**config.mk**
```make
export PLATFORM = sky130hd
export DESIGN_NAME = pulse_beat_rate_detector
export DESIGN_NICKNAME = d
export VERILOG_FILES = /design/src/sv/pbrd_pkg.sv /design/src/sv/pulse_beat_rate_detector.sv /design/src/sv/pbrd_div.sv
export SDC_FILE = /design/constraint.sdc
export NUM_CORES = 1
export LEC_CHECK = 0
export BUFFER_PORTS_ARGS = -buffer_cell sky130_fd_sc_hd__buf_2
export CORE_MARGIN = 1.5
export CORE_UTILIZATION = 55
export CTS_CLUSTER_DIAMETER = 150
export DETAILED_ROUTE_END_ITERATION = 10
export PLACE_DENSITY_LB_ADDON = 0.3
export SLEW_MARGIN = 20
export SYNTH_ARGS = -nofsm -noshare
export SYNTH_HDL_FRONTEND = slang
export SYNTH_SLANG_ARGS = --single-unit
export TNS_END_PERCENT = 5
```
**constraint.sdc**
```tcl
create_clock -name clk -period 8.26 [get_ports clk]
set_input_delay 2.478 -clock clk [delete_from_list [all_inputs] [get_ports clk]]
set_output_delay 2.478 -clock clk [all_outputs]
set_load 0.005 [all_outputs]
```
**src/sv/pbrd_pkg.sv**
```systemverilog
`default_nettype none

package pbrd_pkg;

  // Sample width of the pulse sensor ADC.
  localparam int SAMPLE_BITS = 10;

  // Widths fixed by the register map and the result word.
  localparam int START_W    = 10;
  localparam int VAL_W      = (SAMPLE_BITS > START_W) ? SAMPLE_BITS : START_W;
  localparam int BAND_W     = SAMPLE_BITS - 2;
  localparam int WIN_W      = 8;
  localparam int PER_W      = 16;
  localparam int SCALE_W    = 8;
  localparam int BEAT_W     = 8;
  localparam int SUM_W      = 16;
  localparam int IVL_W      = 8;
  localparam int RATE_W     = 8;
  localparam int CFG_DATA_W = 16;
  localparam int CFG_IDX_W  = 3;
  localparam int DIV_CNT_W  = $clog2(SUM_W);

  // Register reset values.
  localparam logic [WIN_W-1:0]   WINDOW_LENGTH_RST  = WIN_W'(40);
  localparam logic [PER_W-1:0]   REPORT_PERIOD_RST  = PER_W'(200);
  localparam logic [SCALE_W-1:0] RATE_SCALE_RST     = SCALE_W'(12);
  localparam logic [START_W-1:0] MINIMUM_START_RST  = START_W'(900);
  localparam logic [START_W-1:0] MIDPOINT_START_RST = START_W'(550);

  localparam logic [IVL_W-1:0]  IVL_MAX  = '1;
  localparam logic [RATE_W-1:0] RATE_MAX = '1;

  typedef enum logic [CFG_IDX_W-1:0] {
    CFG_WINDOW_LENGTH  = 3'd0,
    CFG_REPORT_PERIOD  = 3'd1,
    CFG_RATE_SCALE     = 3'd2,
    CFG_MINIMUM_START  = 3'd3,
    CFG_MIDPOINT_START = 3'd4
  } cfg_idx_t;

  typedef enum logic [5:0] {
    ST_IDLE   = 6'b000001,
    ST_STAT   = 6'b000010,
    ST_DETECT = 6'b000100,
    ST_ACCUM  = 6'b001000,
    ST_DIVIDE = 6'b010000,
    ST_OUT    = 6'b100000
  } state_t;

  typedef struct packed {
    logic             start;
    logic [SUM_W-1:0] dividend;
    logic [IVL_W-1:0] divisor;
  } div_req_t;

  typedef struct packed {
    logic             done;
    logic [SUM_W-1:0] quotient;
  } div_rsp_t;

endpackage

`default_nettype wire

```
**src/sv/pulse_beat_rate_detector.sv**
```systemverilog
`default_nettype none

// Channel   Direction  Handshake            Word
// in_       input      in_valid / in_stall  in_sample
// out_      output     out_valid/out_stall  out_beat_rate, out_above_band,
//                                           out_beat_event, out_rate_updated
// cfg_      input      cfg_we               cfg_index, cfg_wdata
//
// A sample passes through acceptance, window statistics, beat detection and
// accumulation before its word is offered; when it ends a report interval,
// the bit-serial divider that forms the average also runs before the offer.
// One sample is worked on at a time: in_stall is high from acceptance until
// the result word has been taken, so a stalled output holds off the input.
// Reset is synchronous and active low; it loads all register defaults and
// clears the detector state.

module pulse_beat_rate_detector (
  input  wire logic                             clk,
  input  wire logic                             rst_n,
  input  wire logic                             in_valid,
  output logic                                  in_stall,
  input  wire logic [pbrd_pkg::SAMPLE_BITS-1:0] in_sample,
  output logic                                  out_valid,
  input  wire logic                             out_stall,
  output logic [pbrd_pkg::RATE_W-1:0]           out_beat_rate,
  output logic                                  out_above_band,
  output logic                                  out_beat_event,
  output logic                                  out_rate_updated,
  input  wire logic                             cfg_we,
  input  wire logic [pbrd_pkg::CFG_IDX_W-1:0]   cfg_index,
  input  wire logic [pbrd_pkg::CFG_DATA_W-1:0]  cfg_wdata
);

  // Configuration registers.
  logic [pbrd_pkg::WIN_W-1:0]   win_len_r;
  logic [pbrd_pkg::PER_W-1:0]   period_r;
  logic [pbrd_pkg::SCALE_W-1:0] scale_r;
  logic [pbrd_pkg::START_W-1:0] min_start_r;
  logic [pbrd_pkg::START_W-1:0] mid_start_r;

  // Sequencer and the sample being worked on.
  pbrd_pkg::state_t                 state_r, state_nxt;
  logic [pbrd_pkg::SAMPLE_BITS-1:0] sample_r;

  // Detector state.
  logic [pbrd_pkg::SAMPLE_BITS-1:0] max_r, max_nxt;
  logic [pbrd_pkg::SAMPLE_BITS-1:0] min_r, min_nxt;
  logic [pbrd_pkg::WIN_W-1:0]       win_cnt_r, win_cnt_nxt;
  logic [pbrd_pkg::SAMPLE_BITS-1:0] mid_r, mid_nxt;
  logic [pbrd_pkg::BAND_W-1:0]      band_r, band_nxt;
  logic                             thr_set_r, thr_set_nxt;
  logic                             armed_r, armed_nxt;
  logic [pbrd_pkg::BEAT_W-1:0]      beat_cnt_r, beat_cnt_nxt;
  logic [pbrd_pkg::PER_W-1:0]       tick_cnt_r, tick_cnt_nxt;
  logic [pbrd_pkg::SUM_W-1:0]       sum_r, sum_nxt;
  logic [pbrd_pkg::IVL_W-1:0]       ivl_r, ivl_nxt;
  logic [pbrd_pkg::RATE_W-1:0]      rate_r, rate_nxt;

  // Per-sample flags that travel to the result word.
  logic tick_end_r, tick_end_nxt;
  logic above_r, above_nxt;
  logic beat_r, beat_nxt;

  // Window statistics terms.
  logic [pbrd_pkg::SAMPLE_BITS-1:0] new_max, new_min, min_lim, swing;
  logic [pbrd_pkg::WIN_W-1:0]       win_inc;
  logic [pbrd_pkg::PER_W-1:0]       tick_inc;

  // Beat detection terms.
  logic [pbrd_pkg::VAL_W-1:0] mid_sel, lo;
  logic [pbrd_pkg::VAL_W:0]   hi, s_ext;
  logic                       beat_now, armed_mid;

  // Accumulation terms.
  logic [pbrd_pkg::SUM_W-1:0] prod, sum_add;

  pbrd_pkg::div_req_t div_req;
  pbrd_pkg::div_rsp_t div_rsp;

  pbrd_div u_div (
    .clk   (clk),
    .rst_n (rst_n),
    .req   (div_req),
    .rsp   (div_rsp)
  );

  // Configuration writes; indexes past the register list are ignored.
  always_ff @(posedge clk) begin
    if (!rst_n) begin
      win_len_r   <= pbrd_pkg::WINDOW_LENGTH_RST;
      period_r    <= pbrd_pkg::REPORT_PERIOD_RST;
      scale_r     <= pbrd_pkg::RATE_SCALE_RST;
      min_start_r <= pbrd_pkg::MINIMUM_START_RST;
      mid_start_r <= pbrd_pkg::MIDPOINT_START_RST;
    end else if (cfg_we) begin
      case (pbrd_pkg::cfg_idx_t'(cfg_index))
        pbrd_pkg::CFG_WINDOW_LENGTH:  win_len_r   <= cfg_wdata[pbrd_pkg::WIN_W-1:0];
        pbrd_pkg::CFG_REPORT_PERIOD:  period_r    <= cfg_wdata[pbrd_pkg::PER_W-1:0];
        pbrd_pkg::CFG_RATE_SCALE:     scale_r     <= cfg_wdata[pbrd_pkg::SCALE_W-1:0];
        pbrd_pkg::CFG_MINIMUM_START:  min_start_r <= cfg_wdata[pbrd_pkg::START_W-1:0];
        pbrd_pkg::CFG_MIDPOINT_START: mid_start_r <= cfg_wdata[pbrd_pkg::START_W-1:0];
        default: ;
      endcase
    end
  end

  // Window statistics. The running minimum starts at all ones, so limiting
  // it to minimum_start at the window end gives the same result as a minimum
  // loaded with minimum_start, and a new start value takes effect at once.
  always_comb begin
    new_max  = (sample_r > max_r) ? sample_r : max_r;
    new_min  = (sample_r < min_r) ? sample_r : min_r;
    win_inc  = win_cnt_r + 1'b1;
    tick_inc = tick_cnt_r + 1'b1;
    if (pbrd_pkg::VAL_W'(new_min) < pbrd_pkg::VAL_W'(min_start_r)) begin
      min_lim = new_min;
    end else begin
      min_lim = pbrd_pkg::SAMPLE_BITS'(min_start_r);
    end
    swing = (new_max >= min_lim) ? (new_max - min_lim) : '0;
  end

  // Beat detection against the current thresholds. Before the first window
  // has ended, midpoint_start stands in for the midpoint.
  always_comb begin
    mid_sel   = thr_set_r ? pbrd_pkg::VAL_W'(mid_r) : pbrd_pkg::VAL_W'(mid_start_r);
    hi        = {1'b0, mid_sel} + (pbrd_pkg::VAL_W + 1)'(band_r);
    s_ext     = (pbrd_pkg::VAL_W + 1)'(sample_r);
    lo        = mid_sel - pbrd_pkg::VAL_W'(band_r);
    beat_now  = (s_ext > hi) && !armed_r;
    armed_mid = armed_r || beat_now;
  end

  // The scaled beat count of the closing interval joins the running sum.
  always_comb begin
    prod    = pbrd_pkg::SUM_W'(beat_cnt_r) * pbrd_pkg::SUM_W'(scale_r);
    sum_add = sum_r + prod;
  end

  assign div_req.start    = (state_r == pbrd_pkg::ST_ACCUM) && tick_end_r;
  assign div_req.dividend = sum_add;
  assign div_req.divisor  = ivl_r;

  always_comb begin
    state_nxt    = state_r;
    max_nxt      = max_r;
    min_nxt      = min_r;
    win_cnt_nxt  = win_cnt_r;
    mid_nxt      = mid_r;
    band_nxt     = band_r;
    thr_set_nxt  = thr_set_r;
    armed_nxt    = armed_r;
    beat_cnt_nxt = beat_cnt_r;
    tick_cnt_nxt = tick_cnt_r;
    sum_nxt      = sum_r;
    ivl_nxt      = ivl_r;
    rate_nxt     = rate_r;
    tick_end_nxt = tick_end_r;
    above_nxt    = above_r;
    beat_nxt     = beat_r;
    case (state_r)
      pbrd_pkg::ST_IDLE: begin
        if (in_valid) begin
          state_nxt = pbrd_pkg::ST_STAT;
        end
      end
      pbrd_pkg::ST_STAT: begin
        // A window length of zero lets the count wrap, giving 256 samples.
        if (win_inc == win_len_r) begin
          mid_nxt     = new_max - (swing >> 1);
          band_nxt    = swing[pbrd_pkg::SAMPLE_BITS-1:2];
          thr_set_nxt = 1'b1;
          win_cnt_nxt = '0;
          max_nxt     = '0;
          min_nxt     = '1;
        end else begin
          win_cnt_nxt = win_inc;
          max_nxt     = new_max;
          min_nxt     = new_min;
        end
        tick_end_nxt = (tick_inc == period_r);
        tick_cnt_nxt = (tick_inc == period_r) ? '0 : tick_inc;
        state_nxt    = pbrd_pkg::ST_DETECT;
      end
      pbrd_pkg::ST_DETECT: begin
        beat_nxt  = beat_now;
        above_nxt = (s_ext >= hi);
        if (beat_now) begin
          beat_cnt_nxt = beat_cnt_r + 1'b1;
        end
        // Re-arm only when the lower threshold lies at or above zero.
        if (armed_mid && (mid_sel >= pbrd_pkg::VAL_W'(band_r)) &&
            (pbrd_pkg::VAL_W'(sample_r) < lo)) begin
          armed_nxt = 1'b0;
        end else begin
          armed_nxt = armed_mid;
        end
        state_nxt = pbrd_pkg::ST_ACCUM;
      end
      pbrd_pkg::ST_ACCUM: begin
        if (tick_end_r) begin
          sum_nxt      = sum_add;
          beat_cnt_nxt = '0;
          // The divider has latched the old interval count already.
          if (ivl_r != pbrd_pkg::IVL_MAX) begin
            ivl_nxt = ivl_r + 1'b1;
          end
          state_nxt = pbrd_pkg::ST_DIVIDE;
        end else begin
          state_nxt = pbrd_pkg::ST_OUT;
        end
      end
      pbrd_pkg::ST_DIVIDE: begin
        if (div_rsp.done) begin
          if (div_rsp.quotient > pbrd_pkg::SUM_W'(pbrd_pkg::RATE_MAX)) begin
            rate_nxt = pbrd_pkg::RATE_MAX;
          end else begin
            rate_nxt = div_rsp.quotient[pbrd_pkg::RATE_W-1:0];
          end
          state_nxt = pbrd_pkg::ST_OUT;
        end
      end
      pbrd_pkg::ST_OUT: begin
        if (!out_stall) begin
          state_nxt = pbrd_pkg::ST_IDLE;
        end
      end
      default: state_nxt = pbrd_pkg::ST_IDLE;
    endcase
  end

  always_ff @(posedge clk) begin
    if (!rst_n) begin
      state_r    <= pbrd_pkg::ST_IDLE;
      max_r      <= '0;
      min_r      <= '1;
      win_cnt_r  <= '0;
      mid_r      <= '0;
      band_r     <= '0;
      thr_set_r  <= 1'b0;
      armed_r    <= 1'b0;
      beat_cnt_r <= '0;
      tick_cnt_r <= '0;
      sum_r      <= '0;
      ivl_r      <= pbrd_pkg::IVL_W'(1);
      rate_r     <= '0;
      tick_end_r <= 1'b0;
      above_r    <= 1'b0;
      beat_r     <= 1'b0;
    end else begin
      state_r    <= state_nxt;
      max_r      <= max_nxt;
      min_r      <= min_nxt;
      win_cnt_r  <= win_cnt_nxt;
      mid_r      <= mid_nxt;
      band_r     <= band_nxt;
      thr_set_r  <= thr_set_nxt;
      armed_r    <= armed_nxt;
      beat_cnt_r <= beat_cnt_nxt;
      tick_cnt_r <= tick_cnt_nxt;
      sum_r      <= sum_nxt;
      ivl_r      <= ivl_nxt;
      rate_r     <= rate_nxt;
      tick_end_r <= tick_end_nxt;
      above_r    <= above_nxt;
      beat_r     <= beat_nxt;
    end
  end

  // The sample is captured on acceptance and held until the word is taken.
  always_ff @(posedge clk) begin
    if ((state_r == pbrd_pkg::ST_IDLE) && in_valid) begin
      sample_r <= in_sample;
    end
  end

  assign in_stall         = (state_r != pbrd_pkg::ST_IDLE);
  assign out_valid        = (state_r == pbrd_pkg::ST_OUT);
  assign out_beat_rate    = rate_r;
  assign out_above_band   = above_r;
  assign out_beat_event   = beat_r;
  assign out_rate_updated = tick_end_r;

endmodule

`default_nettype wire

```
**src/sv/pbrd_div.sv**
```systemverilog
`default_nettype none

// Restoring divider, one quotient bit per cycle.
module pbrd_div (
  input  wire logic              clk,
  input  wire logic              rst_n,
  input  wire pbrd_pkg::div_req_t req,
  output pbrd_pkg::div_rsp_t      rsp
);

  logic [pbrd_pkg::IVL_W-1:0]     rem_r, rem_nxt;
  logic [pbrd_pkg::SUM_W-1:0]     quo_r, quo_nxt;
  logic [pbrd_pkg::IVL_W-1:0]     dvs_r, dvs_nxt;
  logic [pbrd_pkg::DIV_CNT_W-1:0] cnt_r, cnt_nxt;
  logic                           busy_r, busy_nxt;
  logic                           done_r, done_nxt;

  logic [pbrd_pkg::IVL_W:0] shifted;
  logic [pbrd_pkg::IVL_W:0] diff;
  logic                     ge;

  always_comb begin
    shifted  = {rem_r, quo_r[pbrd_pkg::SUM_W-1]};
    diff     = shifted - {1'b0, dvs_r};
    ge       = (shifted >= {1'b0, dvs_r});
    rem_nxt  = rem_r;
    quo_nxt  = quo_r;
    dvs_nxt  = dvs_r;
    cnt_nxt  = cnt_r;
    busy_nxt = busy_r;
    done_nxt = 1'b0;
    if (req.start) begin
      rem_nxt  = '0;
      quo_nxt  = req.dividend;
      dvs_nxt  = req.divisor;
      cnt_nxt  = '0;
      busy_nxt = 1'b1;
    end else if (busy_r) begin
      // A partial remainder that fails the trial stays below the divisor.
      rem_nxt = ge ? diff[pbrd_pkg::IVL_W-1:0] : shifted[pbrd_pkg::IVL_W-1:0];
      quo_nxt = {quo_r[pbrd_pkg::SUM_W-2:0], ge};
      cnt_nxt = cnt_r + 1'b1;
      if (cnt_r == pbrd_pkg::DIV_CNT_W'(pbrd_pkg::SUM_W - 1)) begin
        busy_nxt = 1'b0;
        done_nxt = 1'b1;
      end
    end
  end

  always_ff @(posedge clk) begin
    if (!rst_n) begin
      busy_r <= 1'b0;
      done_r <= 1'b0;
      cnt_r  <= '0;
    end else begin
      busy_r <= busy_nxt;
      done_r <= done_nxt;
      cnt_r  <= cnt_nxt;
    end
    rem_r <= rem_nxt;
    quo_r <= quo_nxt;
    dvs_r <= dvs_nxt;
  end

  assign rsp.done     = done_r;
  assign rsp.quotient = quo_r;

endmodule

`default_nettype wire

```
==> results of run 1 <==
## where the power goes
part / total (uW) / internal [uW] / switching [uW]
logic: 1150 / 475 / 671
clock network: 1270 / 804 / 463
registers: 1170 / 1100 / 67.1
## routing by layer
layer	track usage, %	vias to the layer above
met2	43.6	297
met4	7.64	0
met1	34.1	5763
met3	3.03	61
li1	-	6077
met5	0	-
## area by class of cell
class | count | area share (%)
multi-input combinational | 1317 | 57.7
sequential | 213 | 28.5
clock buffer | 35 | 4.73
inverter | 145 | 3.37
tap | 335 | 2.59
timing repair buffer | 56 | 1.89
clock inverter | 13 | 1.21
## state kept, by name, summed over array words and instances (netlist names), 4 cells and up
signal / flops
period_r: 16
max_r: 10
u_div.rem_r: 8
win_len_r: 8
mid_r: 10
beat_cnt_r: 8
sum_r: 16
min_r: 10
sample_r: 10
u_div.quo_r: 16
out_beat_rate: 8
band_r: 8
ivl_r: 8
win_cnt_r: 8
u_div.dvs_r: 8
mid_start_r: 10
u_div.cnt_r: 4
state_r: 6
tick_cnt_r: 16
scale_r: 8
min_start_r: 10
## synth_stat cells (4+ instances only)
| cell | count | area share (%) |
|---|---|---|
| a211oi_1 | 10 | 0.51 |
| a21boi_0 | 4 | 0.20 |
| a21o_1 | 21 | 1.1 |
| a21oi_1 | 115 | 3.9 |
| a22o_1 | 9 | 0.53 |
| a311oi_1 | 4 | 0.24 |
| a31oi_1 | 13 | 0.55 |
| and2_1 | 36 | 1.5 |
| and3_1 | 19 | 0.80 |
| buf_2 | 8 | 0.27 |
| clkbuf_1 | 63 | 1.6 |
| dfxtp_1 | 179 | 24 |
| edfxtp_1 | 34 | 6.9 |
| fa_1 | 55 | 7.4 |
| ha_1 | 130 | 11 |
| inv_1 | 144 | 3.6 |
| mux2_2 | 10 | 0.76 |
| mux2i_1 | 21 | 1.4 |
| nand2_1 | 295 | 7.5 |
| nand2b_1 | 11 | 0.46 |
| nand3_1 | 52 | 1.8 |
| nand3b_1 | 10 | 0.51 |
| nand4_1 | 17 | 0.72 |
| nor2_1 | 94 | 2.4 |
| nor2b_1 | 23 | 0.97 |
| nor3_1 | 21 | 0.71 |
| nor3b_1 | 4 | 0.20 |
| nor4_1 | 16 | 0.68 |
| nor4b_1 | 6 | 0.35 |
| o211ai_1 | 15 | 0.76 |
| o21a_1 | 23 | 1.2 |
| o21ai_0 | 66 | 2.2 |
| o21ai_1 | 12 | 0.41 |
| o21bai_1 | 4 | 0.20 |
| o221a_2 | 8 | 0.61 |
| o22a_1 | 9 | 0.53 |
| o22ai_1 | 10 | 0.42 |
| o22ai_2 | 7 | 0.59 |
| o31a_1 | 5 | 0.30 |
| o31ai_1 | 7 | 0.35 |
| or2_2 | 6 | 0.25 |
| or3_1 | 21 | 0.89 |
| xnor2_1 | 48 | 2.8 |
| xor2_1 | 32 | 1.9 |
## worst max-delay path by stage
| stage | slack [ns] | to | cells past startpoint |
|---|---|---|---|
| 6_report | 0.76 | mid_r[8] | 29 |
| 5_1_grt | 0.05 | mid_r[8] | 29 |
| 4_1_cts | 0.76 | mid_r[8] | 29 |
| 3_5_place_dp | 0.81 | mid_r[8] | 29 |
| 3_3_place_gp | 0.90 | mid_r[8] | 29 |
| 2_1_floorplan | 1.75 | mid_r[9] | 30 |
## stage by stage
stage	power [uW]	util, %	instance area (um2)	setup slack [ns]
2_1_floorplan	2050	-	14800	1.75
3_3_place_gp	2300	57.9	15200	0.896
3_5_place_dp	2320	57.9	15200	0.808
4_1_cts	3590	61.6	16200	0.762
5_1_grt	3790	61.6	16200	0.0497
6_report	3580	61.6	16200	0.763
## tightest hold or removal path, cell delays in order, from the launching register on
cell     delay (ns)
dfxtp_1        0.31
nand2_1        0.05
a21oi_1        0.05
## cell families after synthesis
logic type	synth area share, %
flip-flops	31.1
XOR/XNOR	4.73
adder cells (fa/ha/maj)	18.4
AO/OA/AOI/OAI	16.6
AND/OR/NAND/NOR	20.9
buffers and inverters	5.92
multiplexers	2.41
==> flow_summary_export.csv, run 1 <==
group,metric,value,unit
clock_tree,ctsRootBufferMaster,"clkbuf_16",
timing,min_period,7.50,ns
floorplan,initial_core_util,56.4,%
route,met2_length,16.5,mm
route,drc,0,
clock_tree,ctsHoldBuffers,0,
route,wirelength_met1,16.3,mm
setup_path,r2r_slack,0.76,ns
finish,area_delta_synth_final,9.14,%
clock_tree,numCtsBuffers,26,
setup_path,reg2reg_from,"sample_r[6]",
grt,grt_max_degree,69,
floorplan,dieHeight,167,um
placed_design,place.gp.congestion,0.925,
route,post_drt_wl_per_cell,16.6,um
synthesis,syn_area_per_cell,8.45,um2
run,cap_violations,0,
outcome,run_status,"complete, no violations",
worst_hold_path,hold-path-cell-count,2,
setup_path,crit_arrival,7.96,ns
grt,grt_pass1_vias,11900,
setup_path,critPathTopFamily,"compound AO/OA/AOI/OAI gates",
clock_tree,path_clk_slew,0.06,ns
setup_path,r2r_end,"mid_r[8]",
finish,layout_common_cells,"nand2_1, dfxtp_1, inv_1",
grt,grt_pass1_wl,59.2,mm
route,antenna_left,0,
placed_design,port_buffers,46,
clock_tree,cts_setup_buffers,0,
timing,finalSetupViolCount,0,
finish,fillers,2340,
route,drt_wl_total,35.2,mm
grt,grt_antenna_before_repair,0,
synthesis,syn-cell-area,14800,um2
power,vdd_drop_max,0.203,mV
setup_path,start_kind,"register",
route,routed-wl-met3,1.54,mm
clock_tree,cts.sinks,213,
finish,register_area,4600,um2
setup_path,max_stage_delay,0.59,ns
floorplan,dieArea,27900,um2
placed_design,dpl.cell_count,2066,
worst_hold_path,hold_class,"reg -> reg",
finish,antenna_cells,0,
route,dr.pass1.iters,6,
timing,slew_violations,0,
route,drt-initial-drc-count,773,
clock_tree,cts_resized,0,
synthesis,synth_cell_types,83,
timing,fmax,133,MHz
clock_tree,clock_path_buffers,3,
clock_tree,ctsHtreeMaxLevel,1,
finish,fin_cells,2114,
clock_tree,clock_latency,0.54,ns
floorplan,rows,59,
setup_path,path_common_cell,"a21o_1",
setup_path,crit_start,"sample_r[6]",
route,dr.max_layer_used,"met4",
route,vias,12200,
power,p_per_area,221,nW/um2
timing,slew_headroom,27.1,%
setup_path,cp_slowest_cell,"a21oi_2",
grt,overflow,0,
timing,tightest_slew,1.09,ns
power,p_leak,0.00693,uW
synthesis,synth-edff-count,34,
finish,multi_input_area,9340,um2
timing,hold_viol_final,0,
synthesis,syn_nets,1973,
setup_path,cp-end-kind,"register",
synthesis,ys_seq_area_share,31.1,%
clock_tree,cts_tree,"yes",
timing,holdWs,0.450,ns
synthesis,synth_seq_cells,213,
floorplan,io_pins,47,
setup_path,worstSetupPathType,"reg -> reg",
timing,grt_setup_unrepaired,"false",
synthesis,yosys_warnings,0,
grt,grt_use_total,25.6,%
placed_design,place_hpwl,26.1,mm
setup_path,r2r_cells,29,
floorplan,core_area,26300,um2
synthesis,synth-async-reset-ratio,0,%
finish,final_common_cell,"nand2_1",
synthesis,synthFlopType,"dfxtp_1",
worst_hold_path,min_to,"mid_r[2]",
finish,drive_gt1_share,8.43,%
route,via_per_inst,5.77,
synthesis,synth_cells,1754,
setup_path,crit_required,8.72,ns
worst_hold_path,hp-start,"mid_r[2]",
finish,nets,1978,
setup_path,cp_max_fo,19,
setup_path,critPathBufInv,1,
timing,clock_skew,0.0140,ns
timing,finalCritPeriodShare,90.8,%
floorplan,die_x,167,um
timing,setup_tns,0,ns
(Power assumes the default switching activity.)
==> inputs of run 2 (changes only) <==
Settings changed: CTS_CLUSTER_SIZE set to 30.
Clock period 8.26 ns to 7.05 ns, I/O delays scaled along.
==> run 2 against run 1 <==
  * Power fell by 2.3%
  * Sequential power rose by 15%
  * Highest routed layer unchanged
  * Final cell count fell by 0.76%
  * Combinational power rose by 24%
  * Critical path depth fell by 1
  * Routed wire length rose by 0.40%
  * Utilization fell by 2.0 points
  * Die area did not move
  * Design area fell by 3.2%
  * Fmax rose by 14%
  * Global-route usage fell by 0.33 points
==> flow_summary_export.csv, run 2 (synthesis gave the netlist of run 1 again) <==
group,metric,value,unit
outcome,run_status,"complete, no violations",
placed_design,place_hpwl,26.4,mm
floorplan,rows,59,
timing,finalCritPeriodShare,93.3,%
power,p_per_area,223,nW/um2
clock_tree,cts_tree,"yes",
route,via_per_inst,5.83,
route,dr.pass1.iters,7,
timing,fmax,152,MHz
route,drt_wl_total,35.3,mm
setup_path,cp_max_fo,13,
clock_tree,clock_latency,0.49,ns
floorplan,io_pins,47,
worst_hold_path,hold_class,"reg -> reg",
route,drc,0,
finish,fillers,2372,
grt,busiest_layer,"met2",
setup_path,crit_arrival,6.95,ns
placed_design,placed_area,15300,um2
setup_path,cp_slowest_cell,"fa_1",
placed_design,place.gp.congestion,0.883,
timing,min_period,6.58,ns
route,drt-initial-drc-count,734,
route,antenna_left,0,
power,combinationalPowerShare,41.0,%
setup_path,path_common_cell,"ha_1",
finish,drive_gt1_share,7.60,%
placed_design,port_buffers,46,
power,p_sw,1310,uW
clock_tree,clock_path_buffers,3,
power,vdd_drop_max,0.159,mV
finish,design_area,15700,um2
clock_tree,ctsHtreeMaxLevel,1,
setup_path,max_stage_delay,0.44,ns
grt,grt_pass1_wl,58.5,mm
setup_path,cp-end-kind,"register",
timing,holdWs,0.453,ns
finish,antenna_cells,0,
grt,use_met2,44.1,%
grt,overflow,0,
setup_path,start_kind,"register",
floorplan,initial_core_util,56.4,%
grt,grt_antenna_before_repair,0,
setup_path,crit_start,"sample_r[1]",
placed_design,dpl.cell_count,2080,
floorplan,core_area,26300,um2
timing,grt_setup_unrepaired,"false",
power,internal_power,2190,uW
floorplan,die_x,167,um
clock_tree,path_clk_slew,0.13,ns
timing,slew_violations,0,
setup_path,reg2reg_from,"sample_r[1]",
run,cap_violations,0,
power,clkPwrFrac,20.8,%
grt,grt_max_degree,84,
clock_tree,numCtsBuffers,11,
worst_hold_path,hp-start,"mid_r[3]",
finish,final_common_cell,"nand2_1",
floorplan,dieHeight,167,um
grt,grt_use_total,25.2,%
clock_tree,cts.sinks,213,
clock_tree,ctsHoldBuffers,0,
timing,clock_skew,0.0499,ns
finish,nets,1979,
timing,slew_headroom,30.4,%
power,sw_frac_of_total,37.5,%
floorplan,dieArea,27900,um2
finish,fin_cells,2098,
route,vias,12200,
finish,layout_common_cells,"nand2_1, dfxtp_1, inv_1",
timing,tightest_slew,1.04,ns
power,seqPwrFrac,38.3,%
setup_path,crit_required,7.43,ns
setup_path,worstSetupPathType,"reg -> reg",
setup_path,critPathTopFamily,"compound AO/OA/AOI/OAI gates",
power,power.total,3500,uW
grt,grt_pass1_vias,11800,
route,post_drt_wl_per_cell,16.8,um
timing,hold_viol_final,0,
clock_tree,ctsRootBufferMaster,"clkbuf_16",
timing,setup_tns,0,ns
setup_path,critPathBufInv,2,
grt,use_met1,34.2,%
timing,finalSetupViolCount,0,
grt,use_met3,2.53,%
finish,area_delta_synth_final,5.67,%
power,p_leak,0.00668,uW
## run 2: power groups by stage
stage / combinational, uW / sequential, uW / clock [uW]
floorplan: 1040 / 1360 / 0
global placement: 1370 / 1370 / 0
detailed placement: 1400 / 1370 / 0
CTS: 1410 / 1340 / 742
global route: 1600 / 1350 / 781
finish: 1430 / 1340 / 727
## run 2: layout make-up
class | instances | area (um2) | area share [%]
flip-flops and latches | 213 | 4600 | 29.4
multi-input cells | 1317 | 9350 | 59.7
inverters | 145 | 546 | 3.48
clock inverters | 1 | 30.0 | 0.192
clock buffers | 15 | 290 | 1.85
well taps | 335 | 419 | 2.68
repair buffers | 72 | 425 | 2.72
## run 2: path summary, 6_finish.rpt
check | to | slack [ns] | cells after the start
max reg2reg | mid_r[9] | 0.47 | 28
max | mid_r[9] | 0.47 | 28
min reg2reg | mid_r[3] | 0.45 | 2
min | mid_r[3] | 0.45 | 2
## run 2: routing by layer
metal	vias up	wire [um]
li1	6079	-
met1	5799	16300
met2	306	16800
met3	39	1640
met4	0	526
met5	-	0
## run 2: tightest hold or removal path, stage by stage, from the launching register on
cell	delay, ns
dfxtp_1	0.31
nand2_1	0.05
a21oi_1	0.05
## run 2: what timing repair did
item	in CTS	in global routing
endpoints found under the setup margin	0	5
buffers inserted	0	2
resized for setup	0	4
## run 2: metrics by stage
step	utilization, %	worst slack (ns)
after floorplan	-	0.540
after global placement	58.3	0.589
after detailed placement	58.3	0.392
after CTS	59.5	0.349
after global routing	59.6	0.0350
final	59.6	0.475
==> inputs of run 3 (changes only) <==
Settings changed: MAX_ROUTING_LAYER set to met4.
==> run 3 against run 2 <==
  * Utilization grew 0.23 points
  * Sequential power about the same
  * Worst setup slack gained 0.14 ns
  * Non-clock buffer count grew 6
  * First-iteration DRC count is 1.9% lower
  * Sequential share of layout area is 0.11 points lower
  * Final cell count increased by 0.29%
  * Routed wire length fell by 0.96%
  * Via count shrank 0.66%
  * Clock power shrank 0.6%
  * Die area did not move
  * Critical path depth did not move
  * Critical endpoint unchanged
  * Highest routed layer unchanged
==> flow_summary_export.csv, run 3 (synthesis gave the netlist of run 1 again) <==
group,metric,value,unit
clock_tree,numCtsBuffers,11,
timing,finalCritPeriodShare,91.3,%
setup_path,cp-end-kind,"register",
clock_tree,clock_path_buffers,3,
route,via_per_inst,5.77,
clock_tree,ctsRootBufferMaster,"clkbuf_16",
grt,grt_pass1_vias,11800,
finish,antenna_cells,0,
floorplan,dieArea,27900,um2
grt,grt_pass1_wl,58.2,mm
outcome,run_status,"complete, no violations",
route,dr.max_layer_used,"met4",
finish,layout_common_cells,"nand2_1, dfxtp_1, inv_1",
route,drc,0,
finish,fin_cells,2104,
timing,holdWs,0.462,ns
placed_design,place.gp.congestion,0.873,
grt,overflow,0,
clock_tree,ctsHtreeMaxLevel,1,
route,antenna_left,0,
finish,drive_gt1_share,7.97,%
timing,tightest_slew,1.07,ns
route,wirelength_met1,16.4,mm
setup_path,crit_required,7.42,ns
placed_design,place_hpwl,26.7,mm
route,met2_length,16.5,mm
finish,nets,1985,
timing,slew_violations,0,
route,post_drt_wl_per_cell,16.6,um
setup_path,cp_max_fo,11,
setup_path,cp_slowest_cell,"fa_1",
finish,design_area,15700,um2
placed_design,dpl.cell_count,2084,
timing,hold_viol_final,0,
finish,final_common_cell,"nand2_1",
finish,fillers,2369,
floorplan,initial_core_util,56.4,%
power,p_per_area,224,nW/um2
route,vias,12100,
power,p_leak,0.00671,uW
timing,slew_headroom,28.6,%
finish,area_delta_synth_final,6.08,%
clock_tree,cts_tree,"yes",
worst_hold_path,hold_class,"reg -> reg",
timing,finalSetupViolCount,0,
run,cap_violations,0,
timing,min_period,6.44,ns
floorplan,die_x,167,um
floorplan,core_area,26300,um2
setup_path,start_kind,"register",
worst_hold_path,hp-start,"mid_r[7]",
grt,grt_antenna_before_repair,0,
clock_tree,clock_latency,0.49,ns
setup_path,reg2reg_from,"sample_r[1]",
placed_design,placed_area,15400,um2
clock_tree,path_clk_slew,0.13,ns
grt,grt_max_degree,46,
setup_path,max_stage_delay,0.44,ns
floorplan,dieHeight,167,um
setup_path,crit_start,"sample_r[1]",
setup_path,worstSetupPathType,"reg -> reg",
route,routed-wl-met3,1.43,mm
clock_tree,cts.sinks,213,
clock_tree,ctsHoldBuffers,0,
route,drt-initial-drc-count,720,
timing,fmax,155,MHz
floorplan,rows,59,
placed_design,port_buffers,46,
setup_path,crit_arrival,6.80,ns
route,dr.pass1.iters,5,
route,drt_wl_total,35.0,mm
power,vdd_drop_max,0.196,mV
timing,clock_skew,0.0467,ns
grt,grt_use_total,25.9,%
floorplan,io_pins,47,
==> run 3: path summary, 6_finish.rpt <==
kind                            endpoint  slack, ns  cells after the start
worst max-delay path            mid_r[9]       0.61                     28
worst min-delay path            mid_r[7]       0.46                      2
worst max register to register  mid_r[9]       0.61                     28
worst min register to register  mid_r[7]       0.46                      2
==> run 3: routing by layer <==
metal  track usage, %  up-vias
li1                 -     6066
met1             34.4     5787
met2             43.7      251
met3             2.01       38
met4             5.17        0
met5                -        -
==> run 3: worst max-delay path: cells and delay by family, from the launching register on <==
family | cells | cell delay [ns]
and+or+nand+nor | 5 | 0.82
DFF | 1 | 0.42
muxes | 1 | 0.37
buffers and inverters | 1 | 0.16
xor gates and xnor gates | 1 | 0.14
AOI/OAI and AO/OA | 16 | 2.93
adders and majority gates | 4 | 1.47
==> run 3: layout make-up <==
type	instances	area (um2)	area share (%)
clock inverters	1	30.0	0.191
flip-flops and latches	213	4600	29.3
well taps	335	419	2.67
repair buffers	78	470	2.99
clock buffers	15	290	1.85
inverters	145	546	3.47
multi-input cells	1317	9370	59.6
==> run 3: repair_timing <==
action	4_1_cts	5_1_grt
setup endpoints to repair	0	7
gates resized for setup	0	6
buffers inserted	0	4
==> run 3: where the power goes <==
part / leakage (uW) / internal (uW) / total [uW] / switching (uW)
registers: 0.00176 / 1290 / 1340 / 51.5
logic: 0.00479 / 601 / 1450 / 850
clock network: 0.000152 / 302 / 723 / 421
==> run 3: metrics by stage <==
step	util, %	TNS [ns]	worst slack, ns	power (uW)
final	59.8	0	0.611	3520
after global routing	59.8	-0.0149	-0.0149	3740
after CTS	59.6	0	0.277	3490
after detailed placement	58.4	0	0.361	2770
after global placement	58.4	0	0.407	2750
after floorplan	-	0	0.540	2400
